File: config.mk
export PLATFORM = sky130hd
export DESIGN_NAME = date_time_field_editor
export DESIGN_NICKNAME = d
export VERILOG_FILES = /design/src/rtl/dtfe_pkg.sv /design/src/rtl/date_time_field_editor.sv
export SDC_FILE = /design/constraint.sdc
export NUM_CORES = 1
export LEC_CHECK = 0
export BUFFER_PORTS_ARGS = -buffer_cell sky130_fd_sc_hd__buf_2
export CORE_MARGIN = 2
export CORE_UTILIZATION = 45
export CTS_CLUSTER_SIZE = 16
export DETAILED_ROUTE_END_ITERATION = 10
export PLACE_DENSITY = 0.65
export SLEW_MARGIN = 20
export SYNTH_ARGS = -nofsm -noshare
export SYNTH_HDL_FRONTEND = slang
export SYNTH_SLANG_ARGS = --single-unit
File: constraint.sdc
create_clock -name clock -period 11.32 [get_ports clock]
set_input_delay 2.83 -clock clock [delete_from_list [all_inputs] [get_ports clock]]
set_output_delay 2.83 -clock clock [all_outputs]
set_load 0.05 [all_outputs]
File: src/rtl/dtfe_pkg.sv
// Package for the date and time field editor: codes, limits and calendar helpers.
`timescale 1ns / 1ps

package dtfe_pkg;

   // Event codes carried in the kind field.
   localparam logic [2:0] KIND_NEXT   = 3'd0;
   localparam logic [2:0] KIND_UP     = 3'd1;
   localparam logic [2:0] KIND_DOWN   = 3'd2;
   localparam logic [2:0] KIND_UPDATE = 3'd3;
   localparam logic [2:0] KIND_SYNC   = 3'd4;

   // Selected field codes.
   localparam logic [2:0] SEL_YEAR   = 3'd0;
   localparam logic [2:0] SEL_MONTH  = 3'd1;
   localparam logic [2:0] SEL_DAY    = 3'd2;
   localparam logic [2:0] SEL_HOUR   = 3'd3;
   localparam logic [2:0] SEL_MINUTE = 3'd4;
   localparam logic [2:0] SEL_SECOND = 3'd5;
   localparam logic [2:0] SEL_TOTAL  = 3'd6;

   localparam logic [11:0] YEAR_MAX   = 12'd2099;
   localparam logic [11:0] YEAR_MIN   = 12'd2000;
   localparam logic [11:0] YEAR_RESET = 12'd2026;

   localparam logic [4:0] MONTH_LEN [12] = '{
      5'd31, 5'd28, 5'd31, 5'd30, 5'd31, 5'd30,
      5'd31, 5'd31, 5'd30, 5'd31, 5'd30, 5'd31
   };

   // Divisibility by 25 through the reciprocal 1311 / 2^15. For a multiple of
   // 25 below 1024 the low fraction bits stay at 7 * (q / 25), at most 287;
   // any other value leaves at least 1311 there.
   localparam logic [20:0] RECIP_25   = 21'd1311;
   localparam logic [14:0] FRAC_LIMIT = 15'd287;

   function automatic logic div_by_25(input logic [9:0] q);
      logic [20:0] prod;
      prod = {11'd0, q} * RECIP_25;
      return prod[14:0] <= FRAC_LIMIT;
   endfunction

   // Gregorian leap rule.
   function automatic logic leap_year(input logic [11:0] y);
      logic div4;
      logic div100;
      logic div400;
      div4   = y[1:0] == 2'd0;
      div100 = div4 && div_by_25(y[11:2]);
      div400 = (y[3:0] == 4'd0) && div_by_25({2'd0, y[11:4]});
      return div4 && (!div100 || div400);
   endfunction

   // Month length; months outside 1 to 12 count as 31 days.
   function automatic logic [4:0] month_days(input logic [11:0] y, input logic [3:0] m);
      logic [4:0] days;
      if (m < 4'd1 || m > 4'd12) begin
         days = 5'd31;
      end else if (m == 4'd2 && leap_year(y)) begin
         days = 5'd29;
      end else begin
         days = MONTH_LEN[m - 4'd1];
      end
      return days;
   endfunction

   // Remainder for a value known to stay below three times the modulus.
   function automatic logic [6:0] mod_reduce(input logic [6:0] t, input logic [6:0] m);
      logic [6:0] r;
      if (t >= {m[5:0], 1'b0}) begin
         r = t - {m[5:0], 1'b0};
      end else if (t >= m) begin
         r = t - m;
      end else begin
         r = t;
      end
      return r;
   endfunction

endpackage

File: src/rtl/date_time_field_editor.sv
// Date and time field editor: edited calendar value, field selection and clock loading.
`timescale 1ns / 1ps
// The result word for an event appears in the cycle after the event word is taken.
// Throughput: one event word per cycle unless a waiting result is held off, set by the
// edited-value registers that feed back through the step, wrap and clamp logic.
// Reset clears the result valid flag and the loaded flag and sets the edited value to
// 2026-01-01 00:00:00 with the year field selected.

module date_time_field_editor
   import dtfe_pkg::*;
(
   input  logic        clock,
   input  logic        reset,
   input  logic        req_valid,
   output logic        req_stall,
   input  logic [2:0]  req_kind,
   input  logic [11:0] req_in_year,
   input  logic [3:0]  req_in_month,
   input  logic [4:0]  req_in_day,
   input  logic [4:0]  req_in_hour,
   input  logic [5:0]  req_in_minute,
   input  logic [5:0]  req_in_second,
   output logic        rsp_valid,
   input  logic        rsp_stall,
   output logic [11:0] rsp_out_year,
   output logic [3:0]  rsp_out_month,
   output logic [4:0]  rsp_out_day,
   output logic [4:0]  rsp_out_hour,
   output logic [5:0]  rsp_out_minute,
   output logic [5:0]  rsp_out_second,
   output logic [2:0]  rsp_out_field
);

   // The edited value registers double as the result register: each event word
   // leaves its new state there, and the state only moves when a word is taken.
   logic [11:0] year_ff, year_in;
   logic [3:0]  month_ff, month_in;
   logic [4:0]  day_ff, day_in;
   logic [4:0]  hour_ff, hour_in;
   logic [5:0]  minute_ff, minute_in;
   logic [5:0]  second_ff, second_in;
   logic [2:0]  field_ff, field_in;
   logic        loaded_ff, loaded_in;
   logic        rsp_valid_ff, rsp_valid_in;

   logic        accept;
   logic        up;
   logic [11:0] step_year;
   logic [3:0]  step_month;
   logic [4:0]  step_day;
   logic [4:0]  step_hour;
   logic [5:0]  step_minute;
   logic [5:0]  step_second;
   logic [4:0]  cur_days;
   logic [4:0]  new_days;
   logic [6:0]  day_sum;
   logic [6:0]  day_wrap;
   logic [6:0]  hour_wrap;
   logic [6:0]  minute_wrap;
   logic [6:0]  second_wrap;
   logic [3:0]  field_sum;

   // An event word is held off only while a finished result waits to be taken;
   // a result that leaves in this cycle makes room for the next word.
   assign req_stall = rsp_valid_ff && rsp_stall;
   assign accept    = req_valid && !req_stall;

   always_comb begin
      up = req_kind == KIND_UP;

      // Wrap arithmetic for each field works on sums that stay below three
      // times the modulus, so two compare-and-subtract steps are enough.
      cur_days    = month_days(year_ff, month_ff);
      day_sum     = up ? ({2'd0, day_ff} + {2'd0, cur_days})
                       : ({2'd0, day_ff} + {2'd0, cur_days} - 7'd2);
      day_wrap    = mod_reduce(day_sum, {2'd0, cur_days}) + 7'd1;
      hour_wrap   = mod_reduce({2'd0, hour_ff} + (up ? 7'd25 : 7'd23), 7'd24);
      minute_wrap = mod_reduce({1'b0, minute_ff} + (up ? 7'd61 : 7'd59), 7'd60);
      second_wrap = mod_reduce({1'b0, second_ff} + (up ? 7'd61 : 7'd59), 7'd60);

      step_year   = year_ff;
      step_month  = month_ff;
      step_day    = day_ff;
      step_hour   = hour_ff;
      step_minute = minute_ff;
      step_second = second_ff;

      case (field_ff)
         SEL_YEAR: begin
            // The year saturates at both ends of the century.
            if (up && year_ff < YEAR_MAX) begin
               step_year = year_ff + 12'd1;
            end else if (!up && year_ff > YEAR_MIN) begin
               step_year = year_ff - 12'd1;
            end
         end
         SEL_MONTH: begin
            // Months wrap through 1 to 12; values above 12 fold back in.
            if (up) begin
               step_month = (month_ff < 4'd12) ? month_ff + 4'd1 : month_ff - 4'd11;
            end else if (month_ff < 4'd2) begin
               step_month = month_ff + 4'd11;
            end else if (month_ff < 4'd14) begin
               step_month = month_ff - 4'd1;
            end else begin
               step_month = month_ff - 4'd13;
            end
         end
         SEL_DAY:    step_day    = day_wrap[4:0];
         SEL_HOUR:   step_hour   = hour_wrap[4:0];
         SEL_MINUTE: step_minute = minute_wrap[5:0];
         SEL_SECOND: step_second = second_wrap[5:0];
         default: begin
         end
      endcase

      // After any step the day is pulled down to the length of the month.
      new_days = month_days(step_year, step_month);
      if (step_day > new_days) begin
         step_day = new_days;
      end

      field_sum = {1'b0, field_ff} + 4'd1;

      year_in      = year_ff;
      month_in     = month_ff;
      day_in       = day_ff;
      hour_in      = hour_ff;
      minute_in    = minute_ff;
      second_in    = second_ff;
      field_in     = field_ff;
      loaded_in    = loaded_ff;
      rsp_valid_in = rsp_valid_ff && rsp_stall;

      if (accept) begin
         rsp_valid_in = 1'b1;
         case (req_kind)
            KIND_NEXT: begin
               field_in = (field_sum >= {1'b0, SEL_TOTAL})
                        ? 3'(field_sum - {1'b0, SEL_TOTAL}) : field_sum[2:0];
            end
            KIND_UP, KIND_DOWN: begin
               year_in   = step_year;
               month_in  = step_month;
               day_in    = step_day;
               hour_in   = step_hour;
               minute_in = step_minute;
               second_in = step_second;
            end
            KIND_UPDATE, KIND_SYNC: begin
               // A clock update loads only until the first load; a sync always loads.
               if (req_kind == KIND_SYNC || !loaded_ff) begin
                  year_in   = req_in_year;
                  month_in  = req_in_month;
                  day_in    = req_in_day;
                  hour_in   = req_in_hour;
                  minute_in = req_in_minute;
                  second_in = req_in_second;
                  loaded_in = 1'b1;
               end
            end
            default: begin
            end
         endcase
      end
   end

   always_ff @(posedge clock) begin
      if (reset) begin
         year_ff      <= YEAR_RESET;
         month_ff     <= 4'd1;
         day_ff       <= 5'd1;
         hour_ff      <= 5'd0;
         minute_ff    <= 6'd0;
         second_ff    <= 6'd0;
         field_ff     <= SEL_YEAR;
         loaded_ff    <= 1'b0;
         rsp_valid_ff <= 1'b0;
      end else begin
         year_ff      <= year_in;
         month_ff     <= month_in;
         day_ff       <= day_in;
         hour_ff      <= hour_in;
         minute_ff    <= minute_in;
         second_ff    <= second_in;
         field_ff     <= field_in;
         loaded_ff    <= loaded_in;
         rsp_valid_ff <= rsp_valid_in;
      end
   end

   assign rsp_valid      = rsp_valid_ff;
   assign rsp_out_year   = year_ff;
   assign rsp_out_month  = month_ff;
   assign rsp_out_day    = day_ff;
   assign rsp_out_hour   = hour_ff;
   assign rsp_out_minute = minute_ff;
   assign rsp_out_second = second_ff;
   assign rsp_out_field  = field_ff;

   // A forced sync always leaves the block marked as loaded.
   a_sync_loads: assert property (@(posedge clock) disable iff (reset)
      accept && req_kind == KIND_SYNC |=> loaded_ff)
      else $error("loaded flag not set after a forced sync");

   // Once loaded, the flag stays set until reset.
   a_loaded_holds: assert property (@(posedge clock) disable iff (reset)
      loaded_ff |=> loaded_ff)
      else $error("loaded flag dropped without reset");

   // Advancing the selection always lands on one of the six fields.
   a_field_range: assert property (@(posedge clock) disable iff (reset)
      accept && req_kind == KIND_NEXT |=> field_ff < SEL_TOTAL)
      else $error("field selection left the six fields");

   // A step never leaves a day beyond the length of its month.
   a_day_clamped: assert property (@(posedge clock) disable iff (reset)
      accept && (req_kind == KIND_UP || req_kind == KIND_DOWN)
      |=> day_ff <= month_days(year_ff, month_ff))
      else $error("day exceeds month length after a step");

   // No event word is taken while a waiting result is held off.
   a_no_overrun: assert property (@(posedge clock) disable iff (reset)
      rsp_valid_ff && rsp_stall |-> !accept)
      else $error("event word taken over a stalled result");

endmodule

==> results of run 1 <==
## worst min-delay path: stages (launching register included)
cell and delay, ps:
dfxtp_1 330, a21oi_1 40, nor2_1 80
## timing repair
| action | CTS | global route |
|---|---|---|
| endpoints found under the setup margin | 1 | 2 |
| gates resized for setup | 1 | 16 |
| pin swaps | 0 | 3 |
| cloned | 0 | 0 |
| hold buffers | 0 | 0 |
## how the worst min path moves through the flow
stage	startpoint	endpoint	slack [ps]
after global routing	loaded_ff$_SDFFE_PP0P_	loaded_ff$_SDFFE_PP0P_	530
after CTS	loaded_ff$_SDFFE_PP0P_	loaded_ff$_SDFFE_PP0P_	490
after global placement	loaded_ff$_SDFFE_PP0P_	loaded_ff$_SDFFE_PP0P_	460
after detailed placement	loaded_ff$_SDFFE_PP0P_	loaded_ff$_SDFFE_PP0P_	470
after floorplan	loaded_ff$_SDFFE_PP0P_	loaded_ff$_SDFFE_PP0P_	440
final	loaded_ff$_SDFFE_PP0P_	loaded_ff$_SDFFE_PP0P_	490
## state kept, by name, summed over array words and instances (netlist names)
| register | count |
|---|---|
| rsp_out_month | 4 |
| rsp_out_second | 6 |
| rsp_valid | 1 |
| rsp_out_hour | 5 |
| rsp_out_minute | 6 |
| rsp_out_field | 3 |
| rsp_out_day | 5 |
| rsp_out_year | 12 |
| loaded_ff | 1 |
## routing by layer
| layer | wire [um] | GRT usage (%) | share of wire [%] |
|---|---|---|---|
| met2 | 12200 | 38.1 | 46 |
| met5 | 0 | 0 | 0 |
| met3 | 1200 | 3.16 | 4.6 |
| met1 | 12500 | 31.2 | 47 |
| met4 | 425 | 4.05 | 1.6 |
## cell usage in the layout (no fill, tap or decap), types with 21 or more instances in the layout
cell type and n:
o21ai_0 44, ha_1 195, buf_4 27, inv_1 192
dfxtp_1 43, nor2_1 110, nor3_1 25, nand2_1 73
a211oi_1 21, xnor2_1 60, buf_2 87, fa_1 72
mux2i_1 24, a21oi_1 78
## power groups by stage
stage | clock network [mW] | logic (mW) | registers (mW)
floorplan | 0 | 1.70 | 0.222
global placement | 0 | 2.17 | 0.187
detailed placement | 0 | 2.19 | 0.187
CTS | 0.157 | 2.21 | 0.184
global route | 0.162 | 2.57 | 0.186
finish | 0.154 | 2.24 | 0.184
## logic make-up (layout without fill, tap and decap cells)
family | Yosys count | in the layout | share of synthesized area, %
AO/OA/AOI/OAI | 278 | 278 | 18.3
adder cells (fa/ha/maj) | 272 | 272 | 39.0
buffers and inverters | 224 | 316 | 8.40
multiplexers | 34 | 34 | 3.52
AND/OR/NAND/NOR | 320 | 320 | 15.3
XOR/XNOR | 79 | 79 | 6.90
flip-flops | 43 | 43 | 8.50
## through the flow
stage	utilization (%)	setup WS [ps]	std cells	area [um^2]
final	51.1	582	1622	11200
after global routing	51.1	47.2	1622	11200
after CTS	50.8	3.88	1622	11100
after detailed placement	50.1	-91.5	1615	11000
after global placement	50.1	275	1615	11000
after floorplan	-	445	1250	10100
## area by class of cell
cell class              instances  area [um^2]
fillers                      2112        10700
multi-input cells             983         8500
flip-flops and latches         43          861
inverters                     195          732
repair buffers                114          638
well taps                     280          350
clock buffers                   5          125
clock inverters                 2         13.8
==> qor.csv, run 1 <==
stage,metric,value,unit
run_status,outcome,"complete, no violations",
floorplan,initial_core_util,46.1,%
pwr,p_clk_share,6.0,%
placed_design,gp_congestion,0.922,
cts,htree_num_levels,2,
cells_and_area,finalNetCount,1658,
global_route,grt_overflow_total,0,
sta,tightest_slew,999,ps
pwr,switching_share,52.6,%
pwr,powerDensity,230,nW/um^2
cts,cts_sinks,43,
cts,cts_setup_buffers,0,
cells_and_area,antennaDiodeCount,0,
setup_path,max_stage_delay,670,ps
setup_path,worst_path_max_delay_cell,fa_2,
cts,cts-root-buf,clkbuf_16,
route,detail-route-antenna-nets,0,
setup_path,critPathBufInv,3,
synthesis,post-synth-top-count-cell,ha_1,
synthesis,ys_seq_elements,43,
global_route,grt_pass1_vias,8720,
synthesis,synth_ff_type,dfxtp_1,
pwr,vdd_drop_max,0.138,mV
global_route,grtUsageTotal,22.6,%
synthesis,synth_nets,1566,
floorplan,dieArea,23700,um^2
sta,finClkSkew,4.90,ps
cts,cts_buffer_depth,2,
setup_path,cp_max_fo,7,
setup_path,cp.depth,37,
worst_hold_path,worstHoldPathType,register to register,
cts,tritoncts,done,
sta,finalHoldViolations,0,
synthesis,synth_top_cell_area_share,24.3,%
setup_path,worstReg2RegStart,rsp_out_year[11]$_SDFFE_PP0P_,
setup_path,reg2reg_to,rsp_out_day[0]$_SDFFE_PP1P_,
pwr,p_leak,5.50,nW
sta,timing.final.crit_share,94.9,%
synthesis,ys_seq_area_share,8.50,%
sta,final_max_slew_viol_count,0,
route,wl,26.3,mm
synthesis,postSynthAreaPerCell,8.11,um^2
cells_and_area,drive_gt1_share,12.5,%
synthesis,synth_edf_count,0,
worst_hold_path,hold_depth,2,
global_route,grt_pass1_wl,43.9,mm
setup_path,cpMostUsedCell,fa_1,
synthesis,netlist_area,10100,um^2
pwr,seq_power_share,7.1,%
sta,setup_violations,0,
pwr,internal-power,1.22,mW
global_route,antenna_found_initial,0,
sta,fmax,0.0931,GHz
sta,whs,487,ps
route,wire_per_inst,16.2,um
setup_path,cp_top_family,adder cells,
route,vias,9019,
placed_design,io_buffers,87,
setup_path,worst_ep_required_time,11520,ps
setup_path,startpoint,rsp_out_year[11]$_SDFFE_PP0P_,
synthesis,syn_inst,1250,
route,drt_iter0_drc,494,
placed_design,place_hpwl,21.9,mm
pwr,total_power,2.58,mW
route,viasPerCell,5.56,
cells_and_area,area_growth,10.7,%
sta,fin_crit,10740,ps
sta,slew-limit-headroom,33.4,%
synthesis,ys.warnings.count,0,
global_route,grt_start_max_net_pins,45,
cts,clk_pin_slew,70,ps
synthesis,async_flop_share,0,%
setup_path,crit_path_end,rsp_out_day[0]$_SDFFE_PP1P_,
setup_path,path_class,register to register,
cts,cts_buffers,5,
setup_path,startpoint_type,register,
setup_path,r2r_slack,580,ps
floorplan,die_h,154,um
synthesis,synth_commonest_cells,"ha_1, inv_1, nor2_1",
floorplan,row_count,54,
floorplan,die_x,154,um
pwr,power.switching,1.36,mW
synthesis,synthDistinctLibCells,77,
sta,rsz0062_at_grt,no,
route,drc,0,
synthesis,yosys.area.top_type,ha_1,
setup_path,r2r_cells,37,
synthesis,synth.area.top_cells,"ha_1, fa_1, dfxtp_1",
flow_run,cap_viol_max_count,0,
setup_path,endpoint_kind,register,
floorplan,ios,88,
sta,tns,0,ps
route,first_pass_iters,7,
setup_path,cp.arrival,10940,ps
pwr,p_comb_share,86.9,%
floorplan,coreArea,22000,um^2
cts,clk_latency,310,ps
Power figures use the tool's default switching activity.
==> inputs of run 2 (changes only) <==
Settings changed: CORE_UTILIZATION 45 to 50, PLACE_DENSITY 0.65 to 0.71.
==> run 2 against run 1 <==
  * Combinational power about the same
  * Via count rose by 1.1%
  * Sequential power about the same
  * Critical endpoint unchanged
==> qor.csv, run 2 (same netlist as run 1, synthesis figures left out) <==
stage,metric,value,unit,change
pwr,total_power,2.59,mW,was 2.58 mW
floorplan,initial_core_util,50.6,%,was 46.1%
cells_and_area,largest_reg_flops,12,,unchanged
cells_and_area,finalNetCount,1656,,was 1658
route,detail-route-antenna-nets,0,,unchanged
sta,setup_violations,0,,unchanged
placed_design,place_hpwl,21.6,mm,was 21.9 mm
route,wire_per_inst,15.9,um,was 16.2 um
route,viasPerCell,5.66,,was 5.56
cts,clk_latency,300,ps,was 310 ps
cells_and_area,final_common_cell,ha_1,,unchanged
sta,slew-limit-headroom,34.0,%,was 33.4%
cells_and_area,n_fill_cell,1963,,was 2112
run_status,outcome,"complete, no violations",,unchanged
global_route,grt_pass1_wl,42.6,mm,was 43.9 mm
cells_and_area,area_growth,10.2,%,was 10.7%
cts,clk_pin_slew,70,ps,about the same
cts,htree_num_levels,2,,unchanged
cells_and_area,post-route-util,55.7,%,was 51.1%
route,wl,25.7,mm,was 26.3 mm
cts,cts_buffers,5,,unchanged
cts,cts_setup_buffers,0,,unchanged
cells_and_area,final_cell_mix,"ha_1, inv_1, nor2_1, buf_2, a21oi_1",,unchanged
cts,cts_sinks,43,,unchanged
pwr,powerDensity,232,nW/um^2,was 230 nW/um^2
flow_run,cap_viol_max_count,0,,unchanged
placed_design,gp_congestion,0.971,,was 0.922
floorplan,dieArea,21400,um^2,was 23700 um^2
sta,fin_crit,10780,ps,was 10740 ps
setup_path,path_class,primary input to register,,was register to register
floorplan,row_count,52,,was 54
pwr,vdd_drop_max,0.211,mV,was 0.138 mV
floorplan,coreArea,20000,um^2,was 22000 um^2
setup_path,cpMostUsedCell,fa_1,,unchanged
pwr,p_leak,5.48,nW,was 5.50 nW
sta,fmax,0.0927,GHz,was 0.0931 GHz
sta,final_max_slew_viol_count,0,,unchanged
setup_path,startpoint_type,primary input,,was register
route,drc,0,,unchanged
route,drt_iter0_drc,467,,was 494
sta,tightest_slew,990,ps,was 999 ps
route,vias,9116,,was 9019
sta,finalHoldViolations,0,,unchanged
setup_path,worst_path_max_delay_cell,fa_1,,was fa_2
setup_path,cp.arrival,10970,ps,was 10940 ps
floorplan,die_h,146,um,was 154 um
cts,cts-root-buf,clkbuf_16,,unchanged
setup_path,cp_max_fo,8,,was 7
floorplan,ios,88,,unchanged
setup_path,max_stage_delay,720,ps,was 670 ps
cts,cts-hold-fix-buffers,0,,unchanged
sta,whs,488,ps,was 487 ps
global_route,grt_overflow_total,0,,unchanged
global_route,grtUsageTotal,23.9,%,was 22.6%
route,first_pass_iters,5,,was 7
cts,cts_buffer_depth,2,,unchanged
sta,timing.final.crit_share,95.2,%,was 94.9%
worst_hold_path,worstHoldPathType,register to register,,unchanged
setup_path,endpoint_kind,register,,unchanged
sta,worst_slack,538,ps,was 582 ps
global_route,grt_pass1_vias,8834,,was 8720
global_route,antenna_found_initial,1,,was 0
cts,tritoncts,done,,unchanged
placed_design,io_buffers,87,,unchanged
placed_design,pre_cts_ws,111,ps,was -91.5 ps
global_route,grt_start_max_net_pins,45,,unchanged
floorplan,die_x,146,um,was 154 um
sta,finClkSkew,8.65,ps,was 4.90 ps
setup_path,worst_ep_required_time,11510,ps,was 11520 ps
placed_design,placed_cell_area,11000,um^2,about the same
cells_and_area,final_area,11200,um^2,about the same
cells_and_area,drive_gt1_share,12.1,%,was 12.5%
==> run 2: cell types whose count changed in the layout (fill, tap and decap cells not counted), sizes merged <==
cell and change:
diode +1, clkinvlp +2, buf -2, clkinv -1
==> run 2: area by class of cell <==
| type | instances | area (um^2) | share of cell area (%) |
|---|---|---|---|
| diodes | 1 | 2.50 | 0.0224 |
| clock buffers | 5 | 125 | 1.12 |
| flip-flops and latches | 43 | 861 | 7.71 |
| inverters | 195 | 732 | 6.55 |
| clock inverters | 3 | 20.0 | 0.179 |
| multi-input cells | 983 | 8470 | 75.8 |
| repair buffers | 112 | 623 | 5.58 |
| well taps | 270 | 338 | 3.02 |
==> run 2: worst max-delay path, delay by kind of cell <==
family                     cells  cell delay [ps]
adders and majority gates      7             3090
AOI/OAI and AO/OA             10             2320
and+or+nand+nor                6             1630
buffers and inverters          4              530
muxes                          1              350
xor gates and xnor gates       1              250
==> run 2: path summary, 6_finish.rpt <==
check | from | cells after the start | slack (ps) | to
max | req_kind[2] | 29 | 540 | rsp_out_day[0]$_SDFFE_PP1P_
min | loaded_ff$_SDFFE_PP0P_ | 2 | 490 | loaded_ff$_SDFFE_PP0P_
max reg2reg | rsp_out_year[11]$_SDFFE_PP0P_ | 40 | 590 | rsp_out_day[0]$_SDFFE_PP1P_
min reg2reg | loaded_ff$_SDFFE_PP0P_ | 2 | 490 | loaded_ff$_SDFFE_PP0P_
==> run 2: per-stage QoR <==
stage                     TNS [ps]  cells
after global routing         -44.0   1612
after floorplan                  0   1250
final                            0   1612
after global placement           0   1603
after CTS                        0   1611
after detailed placement         0   1603
==> run 2: where the power goes <==
group | total, mW | switching, mW | internal [mW]
registers | 0.183 | 0.0202 | 0.163
clock network | 0.148 | 0.0667 | 0.0815
logic | 2.26 | 1.28 | 0.975
total | 2.59 | 1.37 | 1.22
==> run 2: metal layers <==
layer	part of all wire, %	vias up	track usage, %
met5	0	-	0
met3	4.8	32	2.72
met2	48	234	41.3
li1	-	4520	-
met4	2.1	0	5.73
met1	46	4330	32.2
==> run 2: timing repair <==
action / CTS / global route
setup endpoints to repair: 0 / 2
endpoints found under the hold margin: 0 / 0
resized for setup: 0 / 12
==> inputs of run 3 (changes only) <==
Settings changed: ABC_AREA set to 1, CTS_BUF_LIST set to sky130_fd_sc_hd__clkbuf_2.
==> run 3 against run 2 <==
  * Worst setup slack improved by 520 ps
  * Critical path depth up 17
  * Worst hold slack got worse by 13 ps
  * Area after synthesis grew 1.6%
==> qor.csv, run 3 <==
stage,metric,value,unit,change
run_status,outcome,"complete, no violations",,unchanged
global_route,grt_pass1_vias,9289,,was 8834
floorplan,die_h,148,um,was 146 um
cts,cts-hold-fix-buffers,0,,unchanged
floorplan,initial_core_util,50.9,%,was 50.6%
synthesis,netlist_area,10300,um^2,was 10100 um^2
synthesis,synth_commonest_cells,"inv_1, nand2_1, ha_1",,"was ha_1, inv_1, nor2_1"
synthesis,synthDistinctLibCells,53,,was 77
synthesis,synth_ff_type,dfxtp_1,,unchanged
route,detail-route-antenna-nets,0,,unchanged
synthesis,async_flop_share,0,%,unchanged
synthesis,synth_top_cell_area_share,23.9,%,was 24.3%
sta,rsz0062_at_grt,no,,
sta,fin_crit,10260,ps,was 10780 ps
setup_path,cp_max_fo,11,,was 8
global_route,gr-usage-met1,31.8,%,was 32.2%
route,drc,0,,unchanged
placed_design,io_buffers,87,,unchanged
floorplan,die_x,148,um,was 146 um
route,drt_iter0_drc,450,,was 467
setup_path,worst_ep_required_time,11700,ps,was 11510 ps
cells_and_area,drive_gt1_share,8.61,%,was 12.1%
placed_design,place_hpwl,21.5,mm,was 21.6 mm
setup_path,startpoint_type,primary input,,unchanged
sta,finalHoldViolations,0,,unchanged
flow_run,cap_viol_max_count,0,,unchanged
cells_and_area,final_cell_mix,"inv_1, nand2_1, ha_1, nor2_1, buf_2",,"was ha_1, inv_1, nor2_1, buf_2, a21oi_1"
cells_and_area,finalNetCount,1871,,was 1656
global_route,grt_overflow_total,0,,unchanged
cts,cts_buffers,5,,unchanged
cells_and_area,largest_reg_flops,12,,unchanged
route,viasPerCell,5.19,,was 5.66
sta,slew-limit-headroom,41.4,%,was 34.0%
cts,cts_setup_buffers,0,,unchanged
synthesis,yosys.area.top_type,ha_1,,unchanged
worst_hold_path,worstHoldPathType,register to register,,unchanged
setup_path,max_stage_delay,550,ps,was 720 ps
cells_and_area,final_area,11100,um^2,was 11200 um^2
synthesis,synth_edf_count,0,,unchanged
synthesis,synth_nets,1792,,was 1566
global_route,grt_pass1_wl,43.2,mm,was 42.6 mm
floorplan,row_count,52,,unchanged
synthesis,postSynthAreaPerCell,6.98,um^2,was 8.11 um^2
sta,worst_slack,1060,ps,was 538 ps
global_route,globalRoute.busiestLayer,met2,,unchanged
setup_path,cp.arrival,10640,ps,was 10970 ps
global_route,antenna_found_initial,1,,unchanged
synthesis,synth.area.top_cells,"ha_1, fa_1, inv_1",,"was ha_1, fa_1, dfxtp_1"
floorplan,ios,88,,unchanged
route,first_pass_iters,5,,unchanged
cts,clk_pin_slew,240,ps,was 70 ps
sta,fmax,0.0975,GHz,was 0.0927 GHz
synthesis,ys_seq_elements,43,,unchanged
cells_and_area,area_growth,7.78,%,was 10.2%
floorplan,dieArea,21800,um^2,was 21400 um^2
cts,clk_latency,450,ps,was 300 ps
synthesis,ys_seq_area_share,8.36,%,was 8.50%
sta,finClkSkew,23.2,ps,was 8.65 ps
route,vias,9485,,was 9116
cts,cts-root-buf,clkbuf_2,,was clkbuf_16
global_route,met2_usage,42.3,%,was 41.3%
sta,tightest_slew,877,ps,was 990 ps
synthesis,syn_inst,1476,,was 1250
setup_path,worst_path_max_delay_cell,fa_1,,unchanged
placed_design,placed_cell_area,11000,um^2,about the same
placed_design,gp_congestion,0.925,,was 0.971
sta,timing.final.crit_share,90.6,%,was 95.2%
cts,cts_sinks,43,,unchanged
cells_and_area,final_common_cell,inv_1,,was ha_1
route,wire_per_inst,13.9,um,was 15.9 um
placed_design,pre_cts_ws,629,ps,was 111 ps
global_route,grt_start_max_net_pins,32,,was 45
setup_path,cpMostUsedCell,nand2_1,,was fa_1
floorplan,coreArea,20200,um^2,was 20000 um^2
cts,tritoncts,done,,unchanged
synthesis,ys.warnings.count,0,,unchanged
setup_path,path_class,primary input to register,,unchanged
setup_path,endpoint_kind,register,,unchanged
cts,cts.repair.resized,0,,unchanged
cts,cts_buffer_depth,2,,unchanged
cts,htree_num_levels,2,,unchanged
sta,final_max_slew_viol_count,0,,unchanged
route,wl,25.4,mm,was 25.7 mm
sta,tns,0,ps,unchanged
synthesis,post-synth-top-count-cell,inv_1,,was ha_1
sta,setup_violations,0,,unchanged
global_route,grt_util_met3,2.25,%,was 2.72%
global_route,grtUsageTotal,23.8,%,was 23.9%
## run 3: cell types whose count changed after synthesis, sizes merged, moves of 12 or more
cell	before	now
nand2	74	290
inv	195	324
nand3	16	78
xnor2	61	20
xor2	18	43
mux2i	24	0
o21ai	49	67
a211oi	23	7
a21o	17	2
o221ai	1	16
clkbuf	26	14
nand2b	12	0
## run 3: cell families after synthesis
logic type / after synthesis / synth area share [%]
AOI/OAI and AO/OA: 220 / 12.9
xor gates and xnor gates: 63 / 5.50
adders and majority gates: 271 / 38.3
buffers and inverters: 345 / 12.7
DFF: 43 / 8.36
and+or+nand+nor: 534 / 22.2
## run 3: per-layer routing
layer | routed length (um) | vias to the layer above
met5 | 17 | -
met4 | 423 | 2
met3 | 1120 | 28
met2 | 11900 | 211
met1 | 11900 | 4352
li1 | - | 4892
## run 3: worst paths after layout
path | startpoint | to | slack (ps) | cells past startpoint
worst max-delay path | req_kind[2] | rsp_out_day[0]$_SDFFE_PP1P_ | 1060 | 46
worst min-delay path | loaded_ff$_SDFFE_PP0P_ | loaded_ff$_SDFFE_PP0P_ | 470 | 2
worst max register to register | rsp_out_year[9]$_SDFFE_PP1P_ | rsp_out_day[0]$_SDFFE_PP1P_ | 1130 | 53
worst min register to register | loaded_ff$_SDFFE_PP0P_ | loaded_ff$_SDFFE_PP0P_ | 470 | 2
## run 3: metrics by stage
step	hold slack, ps	cells	utilization, %
global placement	438	1818	54.5
global route	498	1826	54.8
detailed placement	450	1818	54.5
finish	475	1827	54.9
floorplan	430	1476	-
CTS	476	1826	54.8
## run 3: cell type report
class                      count  area, um^2
tap                          270         338
antenna                        1        2.50
sequential                    43         861
clock buffer                   5        25.0
inverter                     324        1220
clock inverter                 3        43.8
fill                        2006        9140
multi-input combinational   1088        8130
timing repair buffer          93         480
## run 3: critical path: cells and delay by family
family	cells	cell delay [ps]
compound gates	10	1480
simple gates	19	2070
buf+inv	8	640
fa+ha+maj	7	3080
xor+xnor	2	520
Power of run 3 is not shown: default switching activity piles up to over one toggle a cycle in this logic, so the estimate is an artifact.
